<file path="src/rtl/lsbp_queue.sv">
// Small register queue used between the front and back parts and at the output.
// Depends on nothing but its type parameter.
module lsbp_queue #(
    parameter type T = logic,
    parameter int  DEPTH = 4
) (
    input  logic clk,
    input  logic rst_n,
    input  logic push,
    input  T     wdata,
    output logic full,
    input  logic pop,
    output T     rdata,
    output logic empty
);
    localparam int AW = $clog2(DEPTH);

    T               mem [DEPTH];
    logic [AW-1:0]  wr_reg;
    logic [AW-1:0]  rd_reg;
    logic [AW:0]    cnt_reg;
    logic           do_push;
    logic           do_pop;

    assign full    = (cnt_reg == (AW+1)'(DEPTH));
    assign empty   = (cnt_reg == '0);
    assign do_push = push && !full;
    assign do_pop  = pop && !empty;
    assign rdata   = mem[rd_reg];

    always_ff @(posedge clk)
    begin
        if (do_push)
        begin
            mem[wr_reg] <= wdata;
        end
    end

    always_ff @(posedge clk or negedge rst_n)
    begin
        if (!rst_n)
        begin
            wr_reg  <= '0;
            rd_reg  <= '0;
            cnt_reg <= '0;
        end
        else
        begin
            if (do_push)
            begin
                wr_reg <= wr_reg + 1'b1;
            end
            if (do_pop)
            begin
                rd_reg <= rd_reg + 1'b1;
            end
            cnt_reg <= cnt_reg + (AW+1)'(do_push) - (AW+1)'(do_pop);
        end
    end
endmodule

</file>
<file path="config.mk">
export PLATFORM = sky130hd
export DESIGN_NAME = lsbp_queue
export DESIGN_NICKNAME = d
export VERILOG_FILES = /design/src/rtl/lsbp_queue.sv
export SDC_FILE = /design/constraint.sdc
export NUM_CORES = 1
export LEC_CHECK = 0
export BUFFER_PORTS_ARGS = -buffer_cell sky130_fd_sc_hd__buf_2
export CORE_AREA = 2 2 39 41
export DETAILED_ROUTE_END_ITERATION = 8
export DIE_AREA = 0 0 41 43
export PLACE_DENSITY_LB_ADDON = 0.25
export SLEW_MARGIN = 10
export SYNTH_ARGS = -nofsm -noshare
export SYNTH_HDL_FRONTEND = slang
export SYNTH_SLANG_ARGS = --single-unit
export TNS_END_PERCENT = 10
</file>
<file path="constraint.sdc">
create_clock -name clk -period 5.96 [get_ports clk]
set_input_delay 1.788 -clock clk [delete_from_list [all_inputs] [get_ports clk]]
set_output_delay 1.788 -clock clk [all_outputs]
set_load 0.01 [all_outputs]
</file>
==> results by group <==
Logic synthesis
  • Synth cell types: 16
  • Ys Warns: 0
  • Most instantiated cells after synthesis: dfrtp_1, ha_1, inv_1
  • Mapped Area: just over 600 um2
  • Flops & latches, synth: 11
  • Post-synth EDFFs: 4
  • Post-synth top area share: 0.286
  • Area contributors post-synth: dfrtp_1, edfxtp_1, ha_1
  • Count leader, synth: dfrtp_1
  • Syn_nets: 58
  • Sequential cell area fraction in the yosys report: 0.483
  • Cell accounting for the most synthesized area: dfrtp_1
  • Asr flop ratio synth: 0.636
  • Mapped Cells: 46
  • Mean area per synthesized cell: approximately 13 um2
  • Leading register cell type out of synthesis: dfrtp_1

STA
  • Final setup TNS: 0 ns
  • Slew @ Worst Pin: about 0.33 ns
  • Setup violations, final: 0
  • RSZ-0062 raised after global routing: false
  • Tcrit/Tclk final: 0.523
  • Max frequency: ~320 MHz
  • Post-layout min period: 3.12 ns
  • Layout Skew: slightly below 0.001 ns
  • Hold slack final: about 0.49 ns
  • Final slew viol count: 0
  • Final hold vios: 0
  • Worst setup margin: around 2.8 ns
  • Slew margin rel.: 0.780

Worst setup path
  • CP Launch Type: flip-flop
  • FF-to-FF path depth: 9
  • Worst reg2reg endpoint: cnt_reg[2]
  • Critical path endpoint category: primary output
  • Critical Path RT: approximately 4.2 ns
  • Worst reg2reg path startpoint: cnt_reg[1]
  • R2r setup slk: ~3.7 ns
  • Worst Path Arrival: roughly 1.3 ns
  • Critical-path maximum fanout: 3
  • WS Path Type: reg2out

Place
  • Gpl congestion: around 0.65
  • Hpwl dp: 702 um
  • Pre-CTS setup slack: ~2.6 ns
  • PortBufs: 7

Finish
  • Antenna cells: 0
  • Fill cells: between 100 and 150
  • Share of cells above drive strength 1: 0.211
  • Final Util: 0.501
  • Area of the multi-input gates: slightly below 300 um2
  • Max FFs per register: 4
  • Sequential Area: 295 um2
  • Layout area overhead: 13.3%
  • Final nets: 70

CTS
  • Post-CTS Setup Inserts: 0
  • CTS Hold Bufs: 0
  • TritonCTS Buffers: 3
  • Clock latency on the worst-skew pair: roughly 0.26 ns
  • CTS Buffer Depth: 2
  • CTS root buffer: clkbuf_4
  • Reg clk slew, reported paths: about 0.07 ns
  • H-tree Lvls: 1
  • Resized Gates After CTS: 0
  • CTS tree: yes
  • CTS Sinks: 11

Power
  • Leakage power: roughly 0.32 nW
  • Pwr Density: between 400 and 500 nW/um2
  • Maximum VDD drop: roughly 0.00022 V

Global routing
  • First-pass GRT wire length: 1540 um
  • Antenna violations before repair: 0
  • Vias in the first global route: ~370
  • Largest net degree at the start of global routing: 10
  • All-Layer GR Usage: 0.132
  • Grt total ovfl: 0

Hold path
  • Hold Path Cell Cnt: 1
  • Hold path endpoint: rd_reg[1]
  • Hold crit path type: reg2reg
  • Hold_sp: rd_reg[1]

Die
  • Die Width: ~40 um
  • Die H: between 40 and 50 um
  • Core box area: approximately 1400 um2
  • # IOs: 8
  • Die ar.: around 1800 um2
  • Initial Util: 0.442
  • Rows: 14

Detailed routing
  • Final WL: 903 um
  • DR DRC count: 0
  • Detailed-route vias per instance: between 4 and 5
  • Via count: 364
  • 1st-pass router iterations: 3
  • Drt initial violations: 2
  • Post-DR wirelength/cell: between 10 and 15 um
  • DRT antenna net count: 0

Outcome
  • Outcome: completed

Run
  • Max_cap viols: 0
layout by cell type, fill, tap and decap left out, types with 3 or more instances in the layout:
master and instances:
edfxtp_1 4, inv_1 6, ha_1 6, dfrtp_1 7, clkbuf_4 3, and3b_1 4
buf_2 7, xnor2_1 4, nand2b_1 4
through the flow:
| stage | instance area, um2 | power, W | instances |
|---|---|---|---|
| final | 693 | 0.000336 | 73 |
| after global routing | 693 | 0.000369 | 73 |
| after CTS | 693 | 0.000341 | 73 |
| after detailed placement | 667 | 0.000291 | 69 |
| after global placement | 667 | 0.000287 | 69 |
| after floorplan | 612 | 0.000254 | 46 |
layer usage:
| metal | global-route usage | part of all wire |
|---|---|---|
| met1 | 0.175 | 0.48 |
| met2 | 0.197 | 0.48 |
| met3 | 0.0471 | 0.040 |
| met4 | 0.0400 | 0 |
| met5 | 0 | 0 |
cell type report:
cell class / instances / area share
Sequential cell: 11 / 0.426
Multi-Input combinational cell: 29 / 0.424
Timing Repair Buffer: 7 / 0.0505
Clock buffer: 4 / 0.0379
Inverter: 6 / 0.0325
Tap cell: 16 / 0.0289
where the power goes:
part | leakage, nW | switching [W] | internal, W
Clock | 0.0150 | 0.0000231 | 0.0000258
Sequential | 0.119 | 0.0000454 | 0.000111
Combinational | 0.182 | 0.0000551 | 0.0000758
Total | 0.316 | 0.000124 | 0.000213
worst max-delay path by stage:
stage	start	end	slack, ns	depth (start not counted)
final	rd_reg[0]	rdata	2.84	2
after global routing	cnt_reg[1]	full	2.77	2
after CTS	rd_reg[0]	rdata	2.83	2
after detailed placement	pop	cnt_reg[2]	2.60	10
after global placement	pop	cnt_reg[2]	2.62	10
after floorplan	pop	cnt_reg[2]	2.79	9
logic make-up after synthesis:
logic type | Yosys count | share of synthesized area
adders and majority gates | 7 | 0.155
xor gates and xnor gates | 4 | 0.0573
AOI/OAI and AO/OA | 4 | 0.0511
DFF | 11 | 0.483
buffers and inverters | 6 | 0.0368
muxes | 1 | 0.0368
and+or+nand+nor | 13 | 0.180
worst max-delay path, stage by stage, from the launching register on:
cell and delay [ns]:
dfrtp_1 0.42, mux4_2 0.51, buf_2 0.15
Note: power is estimated with default switching activity, not from simulation.
