--- config.mk ---
export PLATFORM = sky130hd
export DESIGN_NAME = lsbp_front
export DESIGN_NICKNAME = d
export VERILOG_FILES = /design/src/rtl/lsbp_pkg.sv /design/src/rtl/lsbp_front.sv
export SDC_FILE = /design/constraint.sdc
export NUM_CORES = 2
export LEC_CHECK = 0
export ABC_AREA = 1
export BUFFER_PORTS_ARGS = -buffer_cell sky130_fd_sc_hd__buf_2
export CAP_MARGIN = 20
export CORE_ASPECT_RATIO = 1.4
export CORE_MARGIN = 2
export CORE_UTILIZATION = 30
export DETAILED_ROUTE_END_ITERATION = 10
export SETUP_SLACK_MARGIN = 0.02
export SLEW_MARGIN = 5
export SYNTH_ARGS = -nofsm -noshare
export SYNTH_HDL_FRONTEND = slang
export SYNTH_SLANG_ARGS = --single-unit
--- constraint.sdc ---
create_clock -name clk -period 12.7 [get_ports clk]
set_input_delay 0 -clock clk [delete_from_list [all_inputs] [get_ports clk]]
set_output_delay 0 -clock clk [all_outputs]
set_load 0.005 [all_outputs]
--- src/rtl/lsbp_pkg.sv ---
// Package for the linear sum bound pruning block.
// Holds the transfer types and codes used by the front, back, top and checker modules; depends on nothing.
package lsbp_pkg;

    localparam logic KIND_UPPER = 1'b0;
    localparam logic KIND_LOWER = 1'b1;

    typedef struct packed {
        logic signed [47:0] sum_limit;
        logic signed [47:0] fixed_total;
        logic signed [47:0] min_remaining;
        logic [10:0]        skip_index;
        logic [9:0]         term_index;
        logic [19:0]        variable_id;
        logic signed [31:0] coefficient;
        logic signed [31:0] var_low;
        logic signed [31:0] var_high;
        logic               is_fixed;
    } in_t;

    typedef struct packed {
        logic [19:0]        target_variable;
        logic               bound_kind;
        logic signed [63:0] new_bound;
    } out_t;

    // A classified term waiting for division.
    typedef struct packed {
        logic signed [63:0] avail;
        logic [31:0]        dmag;
        logic               neg_c;
        logic [19:0]        vid;
        logic signed [31:0] thresh;
    } work_t;

endpackage

--- src/rtl/lsbp_front.sv ---
// Front part: accepts terms, drops those that give no result, forms the available sum.
// Depends on lsbp_pkg.
module lsbp_front #(
    parameter int MAX_TERMS = 1024
) (
    input  logic           clk,
    input  logic           rst_n,
    input  logic           push,
    input  lsbp_pkg::in_t  term,
    output logic           full,
    output logic           wpush,
    output lsbp_pkg::work_t wdata,
    input  logic           wfull
);
    import lsbp_pkg::*;

    logic               en;
    logic               drop;
    logic               neg_c;
    logic               s1_v_reg;
    logic signed [49:0] s1_diff_reg;
    logic signed [63:0] s1_prod_reg;
    logic [31:0]        s1_dmag_reg;
    logic               s1_negc_reg;
    logic [19:0]        s1_vid_reg;
    logic signed [31:0] s1_th_reg;
    logic               s2_v_reg;
    work_t              s2_reg;

    assign en    = !(s2_v_reg && wfull);
    assign full  = !en;
    assign neg_c = term.coefficient[31];
    assign drop  = ((32'(term.skip_index) < 32'(MAX_TERMS))
                    && (term.skip_index == {1'b0, term.term_index}))
                   || term.is_fixed || (term.coefficient == '0);
    assign wpush = s2_v_reg;
    assign wdata = s2_reg;

    always_ff @(posedge clk)
    begin
        if (en)
        begin
            s1_diff_reg <= 50'(term.sum_limit) - 50'(term.fixed_total)
                           - 50'(term.min_remaining);
            s1_prod_reg <= 64'(term.coefficient)
                           * 64'(neg_c ? term.var_high : term.var_low);
            s1_dmag_reg <= neg_c ? 32'(-term.coefficient) : term.coefficient;
            s1_negc_reg <= neg_c;
            s1_vid_reg  <= term.variable_id;
            s1_th_reg   <= neg_c ? term.var_low : term.var_high;
            s2_reg.avail  <= 64'(s1_diff_reg) + s1_prod_reg;
            s2_reg.dmag   <= s1_dmag_reg;
            s2_reg.neg_c  <= s1_negc_reg;
            s2_reg.vid    <= s1_vid_reg;
            s2_reg.thresh <= s1_th_reg;
        end
    end

    always_ff @(posedge clk or negedge rst_n)
    begin
        if (!rst_n)
        begin
            s1_v_reg <= 1'b0;
            s2_v_reg <= 1'b0;
        end
        else if (en)
        begin
            s1_v_reg <= push && !drop;
            s2_v_reg <= s1_v_reg;
        end
    end
endmodule

==> results list <==
* Status: completed
* Area of the placeable core: 197,500 µm²
* Final critical delay including setup and external delays: 9.164 ns
- Effective utilization at floorplan: 30.18%
- Die Width: 380.7 µm
* First-pass GRT wire length: 329.5 mm
- The setup path with the least slack is of type in -> reg.
* Worst-case register-to-register setup slack: 9.43 ns
- Entering global routing, the biggest net connects 169 pins.
- In the finished design, the share of the clock period the worst path needs comes to 72.16%.
- Cell area after synthesis: 59,610 µm²
- The worst pin sits at a relative slew slack of 16.82%.
- Largest delay share family, worst path: adder cells
* Worst path slowest cell: sky130_fd_sc_hd__fa_1
- The share of synthesized area in the top cell type comes to 37.98%.
- The cell count after synthesis came out at 7,218.
- The H-tree was split into 2 levels.
- Data on the critical path arrives at its endpoint at around 9.6 ns.
- Sequential fraction of the synthesis area: between 10% and 20%
* Final hold slack: 0.05531 ns
- In this run, synthesis produced a sequential element count of 350.
- The largest single stage delay on the critical path is 1.07 ns.
- In this run the worst path has a maximum fanout of 26.
- After clock tree synthesis, the clock-pin slew on the worst setup and hold paths is roughly 0.06 ns.
* HP Class: in -> reg
- Most frequent cells in the layout: sky130_fd_sc_hd__nand2_1, sky130_fd_sc_hd__inv_1, sky130_fd_sc_hd__fa_1, sky130_fd_sc_hd__nor2_1, sky130_fd_sc_hd__buf_2
* Number of warnings issued by yosys: 0
* Worst clock skew on the final layout: 0.05478 ns
* Buffers on Ports: 436
- Synthesis instantiated 45 different standard cells from the library.
* Most frequent cell on the critical path: sky130_fd_sc_hd__fa_1
- Summed over all nets, the half-perimeter wirelength after detailed placement is 184.4 mm.
- Max-capacitance violation count: 0
- Counting along the longest clock path gives a buffer depth of 3.
- Final Hold Viols: 0
* Share of cells above drive strength 1: 8.578%
* Number of flip-flops in the largest register: 149
- sky130_fd_sc_hd__fa_1 takes more of the synthesized area than any other cell.
* Area contributors post-synth: sky130_fd_sc_hd__fa_1, sky130_fd_sc_hd__edfxtp_1, sky130_fd_sc_hd__nand2_1
* Grt total ovfl: 0
* I/O pin cnt: 437
* Number of global-route vias before repair: 53,036
* Required time of the worst setup path: 13.13 ns
- P&R area growth vs syn: 13.00%
- STA classifies the critical path endpoint as a flip-flop.
- The worst setup path is launched from an input port.
- Y dimension of the die: 531.4 µm
- Final Slew Violations: 0
* Total via count in the routed design: 49,726
- Together, buffers and inverters on the worst path number 8.
* Setup repair after global routing missed its margin: false
- Clock latency on the worst-skew pair, taken at its later pin, is just under 0.7 ns.
- CTS tree: done
* Routability Congestion: 0.9956
* Final design utilization: between 30% and 40%
- The root buffer cell chosen for the clock tree is sky130_fd_sc_hd__clkbuf_16.
* Die area: about 200,000 µm²
- Clock tree synthesis inserted a total of between 40 and 50 buffers.
- Commonest non-fill, non-tap cell in the layout: sky130_fd_sc_hd__nand2_1
* Count of standard-cell rows: between 150 and 200
- Syn_area_per_cell: 8.259 µm²
- Setup violations remaining at the end of the flow were counted as 0.
- Transition time of the tightest slew-check pin: 1.247 ns
- # DRC: 0
- The final layout contains 9,398 nets.
- Aggregate routed wire length: 222.2 mm
- Average vias per placed instance: 4.804
- The detailed router finished its first iteration with between 3,000 and 4,000 violations.
- Derived from the worst setup path, the maximum achievable clock frequency is 109.1 MHz.
- Number of detailed-routing iterations run before antenna repair: 6
- Final ANT Viol Nets: 0
- Number of buffers inserted to repair setup after CTS: 0
* Sink count of the clock tree: 350
* Overall Global Routing Usage: 21.78%
* Mean routed wirelength per cell: 21.47 µm
- For the final routed database, the setup TNS stands at 0 ns.
- Synthesized netlist net count: 8,934
* Antenna violations before repair: 3
-- layout make-up --
| cell class | instances | area, µm² |
|---|---|---|
| antenna | 1 | 2.502 |
| clock buffer | 49 | 1120 |
| clock inverter | 32 | 440.4 |
| fill | 20753 | 130200 |
| inverter | 1689 | 6341 |
| multi-input combinational | 4996 | 41960 |
| sequential | 350 | 10500 |
| tap | 2632 | 3293 |
| timing repair buffer | 601 | 3714 |
-- tightest hold or removal path: stages --
cell,delay (ns)
sky130_fd_sc_hd__buf_2,0.09
sky130_fd_sc_hd__buf_4,0.27
sky130_fd_sc_hd__xor2_1,0.21
-- timing repair --
item,in CTS,in global routing
hold endpoints to repair,76,0
gates resized for setup,0,0
hold buffers,111,0
-- cell families after synthesis --
kind of cell / Yosys count / synth area share [%]
simple gates: 3012 / 20.12
flops: 350 / 17.61
fa+ha+maj: 1430 / 44.26
xor+xnor: 127 / 1.866
buf+inv: 1872 / 12.03
compound gates: 427 / 4.112
-- synth_stat cells, drive strengths merged --
cell type	instances
and3	5
o21a	2
ha	299
a31oi	3
dfrtp	2
o21ai	153
a21boi	1
fa	1131
nor2	918
clkinv	11
buf	80
xor2	103
a21oi	222
nand4	68
and2	1
edfxtp	348
xnor2	24
a21o	15
nand2	1758
nor3	42
o211ai	1
nand3b	4
o21bai	27
inv	1678
or2	4
clkbuf	103
nand3	205
o2111ai	3
nor4	7
-- routing by layer --
| layer | GRT usage (%) | wire [µm] | vias to the layer above | share of wire, % |
|---|---|---|---|---|
| li1 | - | - | 22348 | - |
| met1 | 24.57 | 80420 | 24704 | 36 |
| met2 | 37.98 | 110100 | 2061 | 50 |
| met3 | 3.361 | 14210 | 611 | 6.4 |
| met4 | 14.38 | 17480 | 2 | 7.9 |
| met5 | 0 | 11 | - | 0.0050 |
-- final timing paths --
path,cells after the start,end,from
max,29,s1_prod_reg[61]$_DFFE_PN_,term[96]
min,3,s1_dmag_reg[4]$_DFFE_PN_,term[69]
max reg2reg,4,s1_vid_reg[8]$_DFFE_PN_,wpush$_DFFE_PN0N_
min reg2reg,0,wdata[21]$_DFFE_PN_,s1_th_reg[21]$_DFFE_PN_
max in group asynchronous,3,wpush$_DFFE_PN0N_,rst_n
min in group asynchronous,3,s1_v_reg$_DFFE_PN0N_,rst_n
-- stage by stage --
stage	cell area [µm²]	setup WS (ns)	instances
3_3_place_gp	64690	3.445	10157
2_1_floorplan	59610	3.292	7218
3_5_place_dp	64690	3.438	10157
5_1_grt	67370	2.981	10350
6_report	67370	3.536	10350
4_1_cts	67360	3.595	10349
Power is not shown: default switching activity piles up to over one toggle a cycle in this logic, so the estimate is an artifact.
